## config.mk

```make
export PLATFORM = sky130hd
export DESIGN_NAME = gsh_ram
export DESIGN_NICKNAME = d
export VERILOG_FILES = /design/src/design/gsh_ram.sv
export SDC_FILE = /design/constraint.sdc
export NUM_CORES = 1
export LEC_CHECK = 0
export BUFFER_PORTS_ARGS = -buffer_cell sky130_fd_sc_hd__buf_2
export CAP_MARGIN = 20
export CORE_MARGIN = 3
export CORE_UTILIZATION = 59
export DETAILED_ROUTE_END_ITERATION = 6
export GPL_ROUTABILITY_DRIVEN = 0
export MAX_ROUTING_LAYER = met4
export PLACE_DENSITY_LB_ADDON = 0.05
export SYNTH_ARGS = -nofsm -noshare
export SYNTH_HDL_FRONTEND = slang
export SYNTH_SLANG_ARGS = --single-unit
```

## constraint.sdc

```tcl
create_clock -name clk -period 2.9 [get_ports clk]
set_clock_uncertainty 0.15 [all_clocks]
set_input_delay 0.29 -clock clk [delete_from_list [all_inputs] [get_ports clk]]
set_output_delay 0.29 -clock clk [all_outputs]
set_load 0.02 [all_outputs]
```

## src/design/gsh_ram.sv

```systemverilog
// Generic simple dual-port RAM, one write and one registered read port.
// No dependencies.
module gsh_ram #(
  parameter int WIDTH = 8,
  parameter int DEPTH = 16
) (
  input  logic                     clk,
  input  logic                     we,
  input  logic [$clog2(DEPTH)-1:0] waddr,
  input  logic [WIDTH-1:0]         wdata,
  input  logic                     re,
  input  logic [$clog2(DEPTH)-1:0] raddr,
  output logic [WIDTH-1:0]         rdata
);

  logic [WIDTH-1:0] mem_r [DEPTH];

  always_ff @(posedge clk) begin
    if (we) begin
      mem_r[waddr] <= wdata;
    end
    if (re) begin
      rdata <= mem_r[raddr];
    end
  end

endmodule

```

# == Word-level counts from Yosys, hierarchy flattened ==
# Memory sizes are Yosys's and may differ from the RTL's. A register that Yosys moved wholly into a read port is not among the register bits.
# Cells that the tools add are included.
# totals
reg_bits,0
ram_bits,128
in_bits,19
output_inout_bits,8
elab_cells,3
memories,1
# mem_list
memory,depth,width,rd,rd_ports_with_merged_regs,write_ports,line,source
mem_r,16,8,1,1,1,16,logic [WIDTH-1:0] mem_r [DEPTH];
# classes
mux,2
# op_table
op,n
two-way mux 1 bit,2

# == Depth between registers and ports, before layout ==
# logic_depth
ltp_word,2
ltp_mapped,5
ltp_nobuf,3

# == Worst setup path after synthesis ==
# No wires, ideal clock.
# synth_path
path_kind,input port to flip-flop
from,in waddr[2]
to,mem mem_r[0][0] (enable)
setup_time_ns,0.383
arrival_ns,1.400
required_time_ns,2.367
setup_slack_ns,0.967
stages,2
path_buffers,0
cell_sequence,or3b_2 -> nor3_1
# synth_rtl
item,line,source
from (decl),9,"input logic [$clog2(DEPTH)-1:0] waddr,"
to (decl),16,
# No word-level cell before the write port.

==> flow_summary.rst <==
.. list-table::
   :header-rows: 1

   * - Metric
     - Value
   * - Share of final-layout standard cells stronger than drive strength 1
     - 31.2%
   * - Initial detailed-routing violation count
     - 284
   * - Portion of total power attributed to the clock network
     - 44.6%
   * - Setup total negative slack
     - 0 ns
   * - Most frequent cells in the layout
     - edfxtp_1 (136), buf_2 (26), mux4_2 (18)
   * - Die boundary width
     - 100 um
   * - Max-Slew Margin vs Limit
     - 38.2%
   * - Setup crit start
     - mem_r[10][7]
   * - IO Count
     - 27
   * - Master of the slowest instance on the critical path
     - mux4_2
   * - Port Buf Inserts
     - 26
   * - Cell internal power dissipation
     - 3510 uW
   * - Post-cts hold buffer count
     - 1
   * - Leakage component of the power
     - 0.00207 uW
   * - Number of H-tree levels
     - 4
   * - Top achievable clock speed
     - 583 MHz
   * - Vias in the first global route
     - 2572
   * - Routed vias
     - 2534
   * - Root Driver
     - clkbuf_8
   * - Worst reg-to-reg path cell count
     - 3
   * - Share of the clock period used by the worst path
     - 59.1%
   * - Clk sink count
     - 136
   * - Post-CTS setup buffer count
     - 0
   * - Number of antenna violations at the first check in global routing
     - 0
   * - Antenna fix cells
     - 0
   * - Routed wire per std cell
     - 26.1 um
   * - Count of non-filler cells in the finished layout
     - 397
   * - Grt total ovfl
     - 0
   * - Final critical path time including I/O delays and setup
     - 1.72 ns
   * - Syn-to-layout area delta
     - 16.6%
   * - Total wire length
     - 10.4 mm
   * - Crit-path max cell delay
     - 0.49 ns
   * - Worst endpoint required time
     - 2.99 ns
   * - Final setup viols
     - 0
   * - Critical path type
     - reg -> reg
   * - All-layer global routing usage
     - 23.7%
   * - Row cnt
     - 33
   * - RR Startpoint
     - mem_r[10][7]
   * - # nets final
     - 300
   * - TritonCTS clock tree
     - done
   * - Pin count of the biggest net entering global routing
     - 21
   * - Sequence of cells on the critical path
     - mux4_2 -> a22oi_1 -> nand2_1
   * - Total clock buffers created by CTS
     - 17
   * - Sequential group share of total power
     - 50.5%
   * - Synth warn
     - 0
   * - Netlist cell types
     - 18
   * - Remaining antenna violation count
     - 0
   * - End point of the critical path
     - rdata[7]
   * - Clock-pin transition on the worst setup and hold timing paths
     - 0.06 ns
   * - Core region area
     - 8420 um2
   * - Final Slew Violations
     - 0
   * - Part of the power in combinational logic
     - 4.9%
   * - Reg2Reg Capture Point
     - rdata[7]
   * - Chip height
     - 100 um
   * - HPWL after detailed placement
     - 6.39 mm
   * - Final worst slack
     - 1.18 ns
   * - Setup crit end kind
     - flip-flop
   * - Quantity of gates resized following cts
     - 0
   * - Post-Synthesis Net Count
     - 248
   * - Leading cell type in the layout, fill and taps excluded
     - edfxtp_1
   * - Post-Syn Instances
     - 229
   * - Die area
     - 10000 um2
   * - Number of max-cap violations
     - 0
   * - Tightest Pin Transition
     - 0.923 ns
   * - Mean cell area of the mapped netlist
     - 22.8 um2
   * - Post-Place Cells
     - 366
   * - Wire length of the first global-routing pass
     - 15.9 mm
   * - Switching power
     - 905 uW
   * - Clk_lat worst skew
     - 0.51 ns
   * - Result of the run
     - finished clean
   * - Switching share of total power
     - 20.5%
   * - Min-delay worst type
     - in -> reg
   * - Sort of element at the start of the critical path
     - flip-flop
   * - CP Data Arrival Time
     - 1.81 ns
   * - Power density cells
     - 724 nW/um2
   * - Average vias per placed instance
     - 6.38
   * - # DRC
     - 0
   * - Biggest fanout along the worst timing path
     - 1
   * - Setup WS pre-CTS
     - 0.689 ns
   * - Maximum VDD drop
     - 593 uV
   * - Initial standard-cell utilization of the core
     - 62.1%
   * - Unrepaired setup endpoints after global routing
     - no
   * - Area of the mapped netlist
     - 5230 um2
   * - Setup slack of the worst register-to-register path
     - 1.18 ns
   * - Sequential-to-total area share from yosys stat
     - 78.1%
   * - Worst hold slack
     - 0.0243 ns
   * - Maximum number of buffers from clock root to sink
     - 2
   * - Fin. Hold Viols
     - 0
   * - Number of optimization iterations in the first detailed-route pass
     - 6
   * - Count of state elements after synthesis
     - 136
## power by group through the flow
stage	Sequential, uW	Combinational, uW	Clock (uW)
floorplan	2280	112	0
CTS	2230	219	2000
global placement	2260	212	0
global route	2230	233	2090
finish	2230	216	1970
detailed placement	2270	216	0
## cell families after synthesis
logic type,synth area share [%]
buf+inv,1.65
simple gates,3.14
flops,78.1
mux,14.8
compound gates,2.30
## area by class of cell
type                            instances  area, um2
Multi-Input combinational cell         83       1060
Clock buffer                           17        414
Timing Repair Buffer                   43        273
Clock inverter                         13        134
Sequential cell                       136       4080
Tap cell                              105        131
Fill cell                             514       2330
## layer usage
layer	wire length (um)	share of wire (%)	global-route usage (%)	up-vias
li1	-	-	-	1088
met1	4250	41	33.3	1318
met2	5160	50	34.8	120
met3	854	8.2	5.98	8
met4	106	1.0	7.77	0
met5	0	0	-	-
## synth_stat cells (all sizes together)
master | count | area, um2
and2b | 1 | 7.51
nor2 | 13 | 48.8
nand2b | 2 | 12.5
clkdlybuf4s25 | 3 | 30.0
a22oi | 16 | 120
nor3 | 4 | 20.0
nand3b | 2 | 15.0
buf | 7 | 56.3
edfxtp | 136 | 4080
nand3 | 1 | 5.00
nand2 | 9 | 33.8
nor2b | 1 | 6.26
and2 | 1 | 6.26
or3b | 1 | 8.76
mux4 | 32 | 773
## state kept, by name, indices dropped and copies added, names as in the netlist
register / cells
mem_r: 128
rdata: 8
## critical path, delay by kind of cell (launching register included)
kind | cells | cell delay (ns)
multiplexers | 1 | 0.49
AND/OR/NAND/NOR | 1 | 0.14
flip-flops | 1 | 0.36
AO/OA/AOI/OAI | 1 | 0.31
## worst min path at each step
stage	startpoint	end	slack, ns	cells past startpoint
CTS	wdata[5]	mem_r[7][5]	0.004	1
finish	wdata[0]	mem_r[9][0]	0.02	1
detailed placement	re	rdata[6]	0.51	1
global placement	re	rdata[2]	0.52	1
global route	wdata[5]	mem_r[12][5]	0.02	1
floorplan	wdata[0]	mem_r[0][0]	0.24	0
## metrics by stage
step           total power, uW  area, um2  utilization, %
6_report                  4410       6090            72.3
5_1_grt                   4550       6090            72.3
4_1_cts                   4450       6090            72.3
3_5_place_dp              2480       5540            65.7
3_3_place_gp              2480       5540            65.7
2_1_floorplan             2390       5230               -
(Power assumes the default switching activity.)
