[src/design/gsh_pkg.sv]
// Shared types and constants for the Gauss-Seidel heat grid solver.
// No dependencies; imported by gsh_cell_upd, the top level and the testbench.
package gsh_pkg;

  localparam int FRAC_BITS  = 24;
  localparam int VAL_W      = FRAC_BITS + 1;
  localparam int ALPHA_W    = 24;
  localparam int ALPHA_FRAC = 16;
  localparam int GAIN_W     = 25;
  localparam int GAIN_FRAC  = 24;
  localparam int SIZE_W     = 7;
  localparam int SWEEP_W    = 16;
  localparam int COUNT_W    = 17;
  localparam int THR_W      = 40;
  localparam int SUM_W      = VAL_W + 2;
  localparam int T_W        = SUM_W + ALPHA_W - ALPHA_FRAC;
  localparam int U_W        = T_W + 1;
  localparam int SPLIT_W    = (U_W + 1) / 2;
  localparam int PART_W     = SPLIT_W + GAIN_W;
  localparam int TOTAL_W    = PART_W + SPLIT_W;
  localparam int IDX_IN_W   = 6;
  localparam int CFG_ADDR_W = 3;
  localparam int CFG_DATA_W = 40;

  localparam logic [VAL_W-1:0] ONE_VAL = VAL_W'(1) << FRAC_BITS;

  typedef enum logic [CFG_ADDR_W-1:0] {
    REG_ALPHA     = 3'd0,
    REG_GAIN      = 3'd1,
    REG_GRID_SIZE = 3'd2,
    REG_MAX_SWEEP = 3'd3,
    REG_THRESHOLD = 3'd4
  } cfg_reg_t;

  typedef struct packed {
    logic             start;
    logic [SUM_W-1:0] sum;
    logic [VAL_W-1:0] old;
  } upd_req_t;

endpackage

[src/design/gsh_cell_upd.sv]
// Three-stage cell update pipeline: scale neighbour sum by alpha, add old
// value, scale by the reciprocal gain in two partial products, saturate.
// Depends on gsh_pkg.
module gsh_cell_upd (
  input  logic                          clk,
  input  logic                          rst_n,
  input  gsh_pkg::upd_req_t             req,
  input  logic [gsh_pkg::ALPHA_W-1:0]   alpha,
  input  logic [gsh_pkg::GAIN_W-1:0]    gain,
  output logic                          done,
  output logic [gsh_pkg::VAL_W-1:0]     value
);
  import gsh_pkg::*;

  logic [2:0]                      vld_r;
  logic [T_W-1:0]                  t_r;
  logic [VAL_W-1:0]                old_r;
  logic [SUM_W+ALPHA_W-1:0]        prod_a;
  logic [U_W-1:0]                  u;
  logic [2*SPLIT_W-1:0]            u_ext;
  logic [PART_W-1:0]               plo_r, phi_r;
  logic [TOTAL_W-1:0]              total;
  logic [TOTAL_W-GAIN_FRAC-1:0]    scaled;
  logic [VAL_W-1:0]                value_r;

  assign prod_a = SUM_W'(req.sum) * ALPHA_W'(alpha);
  assign u      = U_W'(t_r) + U_W'(old_r);
  assign u_ext  = (2*SPLIT_W)'(u);
  assign total  = (TOTAL_W'(phi_r) << SPLIT_W) + TOTAL_W'(plo_r);
  assign scaled = total[TOTAL_W-1:GAIN_FRAC];

  always_ff @(posedge clk) begin
    if (!rst_n) begin
      vld_r <= '0;
    end else begin
      vld_r <= {vld_r[1:0], req.start};
    end
    t_r     <= prod_a[SUM_W+ALPHA_W-1:ALPHA_FRAC];
    old_r   <= req.old;
    plo_r   <= u_ext[SPLIT_W-1:0] * gain;
    phi_r   <= u_ext[2*SPLIT_W-1:SPLIT_W] * gain;
    value_r <= (scaled > (TOTAL_W-GAIN_FRAC)'(ONE_VAL)) ? ONE_VAL : VAL_W'(scaled);
  end

  assign done  = vld_r[2];
  assign value = value_r;

endmodule

[config.mk]
export PLATFORM = sky130hd
export DESIGN_NAME = gsh_cell_upd
export DESIGN_NICKNAME = d
export VERILOG_FILES = /design/src/design/gsh_pkg.sv /design/src/design/gsh_cell_upd.sv
export SDC_FILE = /design/constraint.sdc
export NUM_CORES = 2
export LEC_CHECK = 0
export CORE_MARGIN = 5
export CORE_UTILIZATION = 45
export CTS_CLUSTER_DIAMETER = 40
export DETAILED_ROUTE_END_ITERATION = 10
export DONT_BUFFER_PORTS = 1
export PLACE_DENSITY_LB_ADDON = 0.15
export SKIP_LAST_GASP = 1
export SYNTH_ARGS = -nofsm -noshare
export SYNTH_HDL_FRONTEND = slang
export SYNTH_SLANG_ARGS = --single-unit
[constraint.sdc]
create_clock -name clk -period 15.3 [get_ports clk]
set_input_delay 0 -clock clk [delete_from_list [all_inputs] [get_ports clk]]
set_output_delay 0 -clock clk [all_outputs]
set_load 0.05 [all_outputs]
* Word level (Yosys, flattened, before mapping) *
Cells that the tools add are included.
W data, S select, Z words.

storage, ports and cells
  logic and storage cells = 12
  register bits after elaboration = 174
  output and inout bits = 26
  bits of input ports = 104

operators by class
  $lt $le $gt $ge = 1
  $mul = 3
  $add $sub $neg = 2

operators with widths
  kind                    number
  $mul A18 B25 Y43        2
  $add A61 B43 Y61        1
  $mul A27 B24 Y51        1
  $gt A37 B25 Y1 const B  1
  $add A35 B25 Y36        1

* Logic depth before layout (Yosys ltp) *
  depth after elaboration = 2
  gate-level depth with buffers = 36
  mapped depth without buffers = 36

* Worst setup path before layout *
No wires, ideal clock.

  path type = reg2reg
  from = reg t_r[0]
  to = reg phi_r[42]
  cell stages (with the launch flop) = 34
  required time = 15228 ps
  data arrival time = 8873 ps
  clock period less this slack = 8946 ps
  library setup time = 72 ps
  setup slack = 6354 ps
  path buffers = 1
  cell sequence = dfxtp_1 ha_1 inv_1 fa_1 nor2b_1 o21ai_0 a2111oi_1 nor3_1 o31ai_2 o2111ai_1 a21boi_1 o211ai_1 xnor2_1 clkbuf_1 nand2_1 fa_1 inv_1 fa_1 fa_1 fa_1 fa_1 inv_1 fa_1 inv_1 ha_1 inv_1 or3_1 or4_1 a2111oi_0 nor2_1 o311ai_1 a31oi_1 o21ai_1 xnor2_1

between the ends
  longest elaborated chain between the ends = 2

RTL lines
  item                    line                source
  from (decl)             gsh_cell_upd.sv:16  logic [T_W-1:0] t_r;
  from (signal assigned)  gsh_cell_upd.sv:38  t_r <= prod_a[SUM_W+ALPHA_W-1:ALPHA_FRAC];
  $add A35 B25 Y36        gsh_cell_upd.sv:27  assign u = U_W'(t_r) + U_W'(old_r);
  $mul A18 B25 Y43        gsh_cell_upd.sv:41  phi_r <= u_ext[2*SPLIT_W-1:SPLIT_W] * gain;
  to (signal assigned)    gsh_cell_upd.sv:41
  to (decl)               gsh_cell_upd.sv:21  logic [PART_W-1:0] plo_r, phi_r;

No other way between the ends.
A chain may end at the register's enable or synchronous reset.

* Worst setup path in the final report *
Ends and elaborated chain as after synthesis.

==> impl_metrics.ini <==
[clock_network]
max-clock-path-buffers = 2
cts_buffers = 17
clock_latency_ns = 0.49
root_buffer = clkbuf_16
cts.repair.resized = 0
h-tree-depth = 4
postCtsSetupBuffers = 0
cts_tree = built
clkTransAtPathRegs_ns = 0.07
clock-sinks = 156
hold_buffers = 30

[grt]
grt_remaining_overflow = 0
grt_pass1_vias = 41700
grt_pass1_wl_mm = 234
antenna_found_initial = 12
grt_max_degree = 37
grt_usage = 0.233

[timing]
setup_viol = 0
worst_pin_slew_ns = 1.08
period_minus_slack_ns = 10.42
timing.fmax_ghz = 0.0960
slew_headroom = 0.279
hold_ws_ns = 0.0642
hold_viol = 0
finalMaxSlewViolations = 0
fin_crit_sh = 0.681
grt_setup_unrepaired = false
fin_skew_ns = 0.0207
fin_tns_setup_ns = 0

[logic_synthesis]
async_flop_share = 0
ys.flop_type = dfxtp_1
synthesis.area_mm2 = 0.0538
synth_area_leader_cell = fa_1
yosysWarnings = 0
synth-seq-cells = 156
synth.distinct_cells = 75
synth.avg_cell_area_um2 = 8.87
synth-edff-count = 0
ys_seq_area_frac = 0.0580
synthTopCellsByArea = fa_1 (48%), ha_1 (11%), inv_1 (10%)
syn_nets = 7908
yosys.area.top_type_share = 0.477
synthCells = 6069

[route]
vias = 38200
routed_via_density = 5.11
firstDrtPassIters = 5
routedWlPerCell_um = 18.8
first_iter_violations = 2017
drc_errors = 0
ant_nets = 0
wl_mm = 140

[worst_setup_path]
cpMostUsedCell = fa_1
r2r_setup_slack_ns = 4.88
reg2reg_depth = 35
critPathMaxFanout = 25
worstReg2RegEnd = phi_r[42]
cp_slowest_stage_delay_ns = 0.76
required_ns = 15.72
arrival_ns = 10.84
reg2reg_from = t_r[0]
path_class = register to register
endpoint_kind = register
cp-start-kind = register
cp_slowest_cell = a2111oi_0

[final_layout]
final_common_cell = inv_1
layout-drive-gt1-share = 0.0210
nets = 7689
area_growth_pct = 4.15
mostFrequentLayoutCells = inv_1 (1450), fa_1 (1282), nand2_1 (1079), and2_1 (520), ha_1 (453)

[worst_hold_path]
whs_endpoint = old_r[24]
hold_path.class = primary input to register
hp-start = req[24]
holdPathStages = 1

[die]
die_h_um = 356
placementRows = 127
dieArea_mm2 = 0.127
coreArea_mm2 = 0.119
ioPinCount = 130
die_x_um = 356
initial_core_util = 0.451

[flow_run]
cap_viol_max_count = 0

[placed_design]
finalWeightedCongestion = 0.843
port_buffers = 0
dp_hpwl_mm = 110

[outcome]
run_status = completed
-- worst max-delay path: cells and delay by family, from the launching register on --
kind,cells,cell delay (ns)
adders and majority gates,9,3.82
AOI/OAI and AO/OA,10,3.52
and+or+nand+nor,7,1.76
buffers and inverters,7,0.63
DFF,1,0.32
xor gates and xnor gates,2,0.28
-- Yosys cell counts (4+ instances only) --
library cell / n
and4_1: 6
ha_1: 453
a211o_1: 4
a21oi_1: 118
nor2b_1: 19
clkbuf_1: 290
a211oi_1: 14
nor3_1: 30
a21o_1: 71
nand2b_1: 37
o311ai_1: 4
a221oi_1: 5
o21ai_1: 5
nor2_1: 84
o211ai_1: 8
o31ai_1: 6
o21a_1: 15
o21ai_0: 62
o21bai_1: 5
and3_1: 23
nand2_1: 1079
inv_1: 1450
o2111ai_1: 4
or3_1: 6
xnor2_1: 97
nand3_1: 25
or2_2: 5
nor2_2: 8
dfxtp_1: 156
o311ai_0: 5
a2111oi_0: 6
a21boi_0: 5
and2_1: 520
nor4_1: 7
fa_1: 1282
xor2_1: 53
buf_2: 8
a31oi_1: 12
nand4_1: 22
-- sequential cells by signal (all words and copies together), names as in the netlist --
register  cells
value        25
phi_r        43
t_r          35
plo_r        25
vld_r         3
old_r        25
-- routing by layer --
metal | GRT usage | vias up | part of all wire
met5 | 0 | - | 0.00029
met3 | 0.0340 | 163 | 0.053
li1 | - | 17300 | -
met2 | 0.393 | 866 | 0.48
met1 | 0.325 | 19900 | 0.45
met4 | 0.0428 | 6 | 0.018
-- worst max path at each step --
stage / to / slack [ns] / start / cells past startpoint
2_1_floorplan: phi_r[42] / 6.35 / t_r[0] / 33
3_3_place_gp: phi_r[42] / 4.95 / t_r[0] / 35
3_5_place_dp: phi_r[42] / 4.92 / t_r[0] / 35
4_1_cts: phi_r[42] / 4.87 / t_r[0] / 35
5_1_grt: phi_r[42] / 4.22 / t_r[0] / 35
6_report: phi_r[42] / 4.88 / t_r[0] / 35
-- final cells by class --
cell class | count | area, µm²
Fill cell | 11600 | 63300
Multi-Input combinational cell | 4161 | 44400
Inverter | 1450 | 5440
Sequential cell | 156 | 3120
Tap cell | 1612 | 2020
Timing Repair Buffer | 64 | 556
Clock buffer | 18 | 439
Clock inverter | 13 | 129
Antenna cell | 6 | 15.0
-- kinds of logic after synthesis --
logic type,share of synthesized area
AND/OR/NAND/NOR,0.165
buffers and inverters,0.123
adder cells (fa/ha/maj),0.582
AO/OA/AOI/OAI,0.0476
flip-flops,0.0580
XOR/XNOR,0.0244
multiplexers,0.000767
-- per-stage QoR --
step	util	instance area (µm²)	setup WS, ns	std cells
5_1_grt	0.470	56100	4.22	7474
4_1_cts	0.470	56100	4.87	7474
2_1_floorplan	-	53800	6.35	6069
6_report	0.470	56100	4.88	7480
3_5_place_dp	0.463	55200	4.92	7413
3_3_place_gp	0.463	55200	4.95	7413
Power is not shown: default switching activity piles up to over one toggle a cycle in this logic, so the estimate is an artifact.
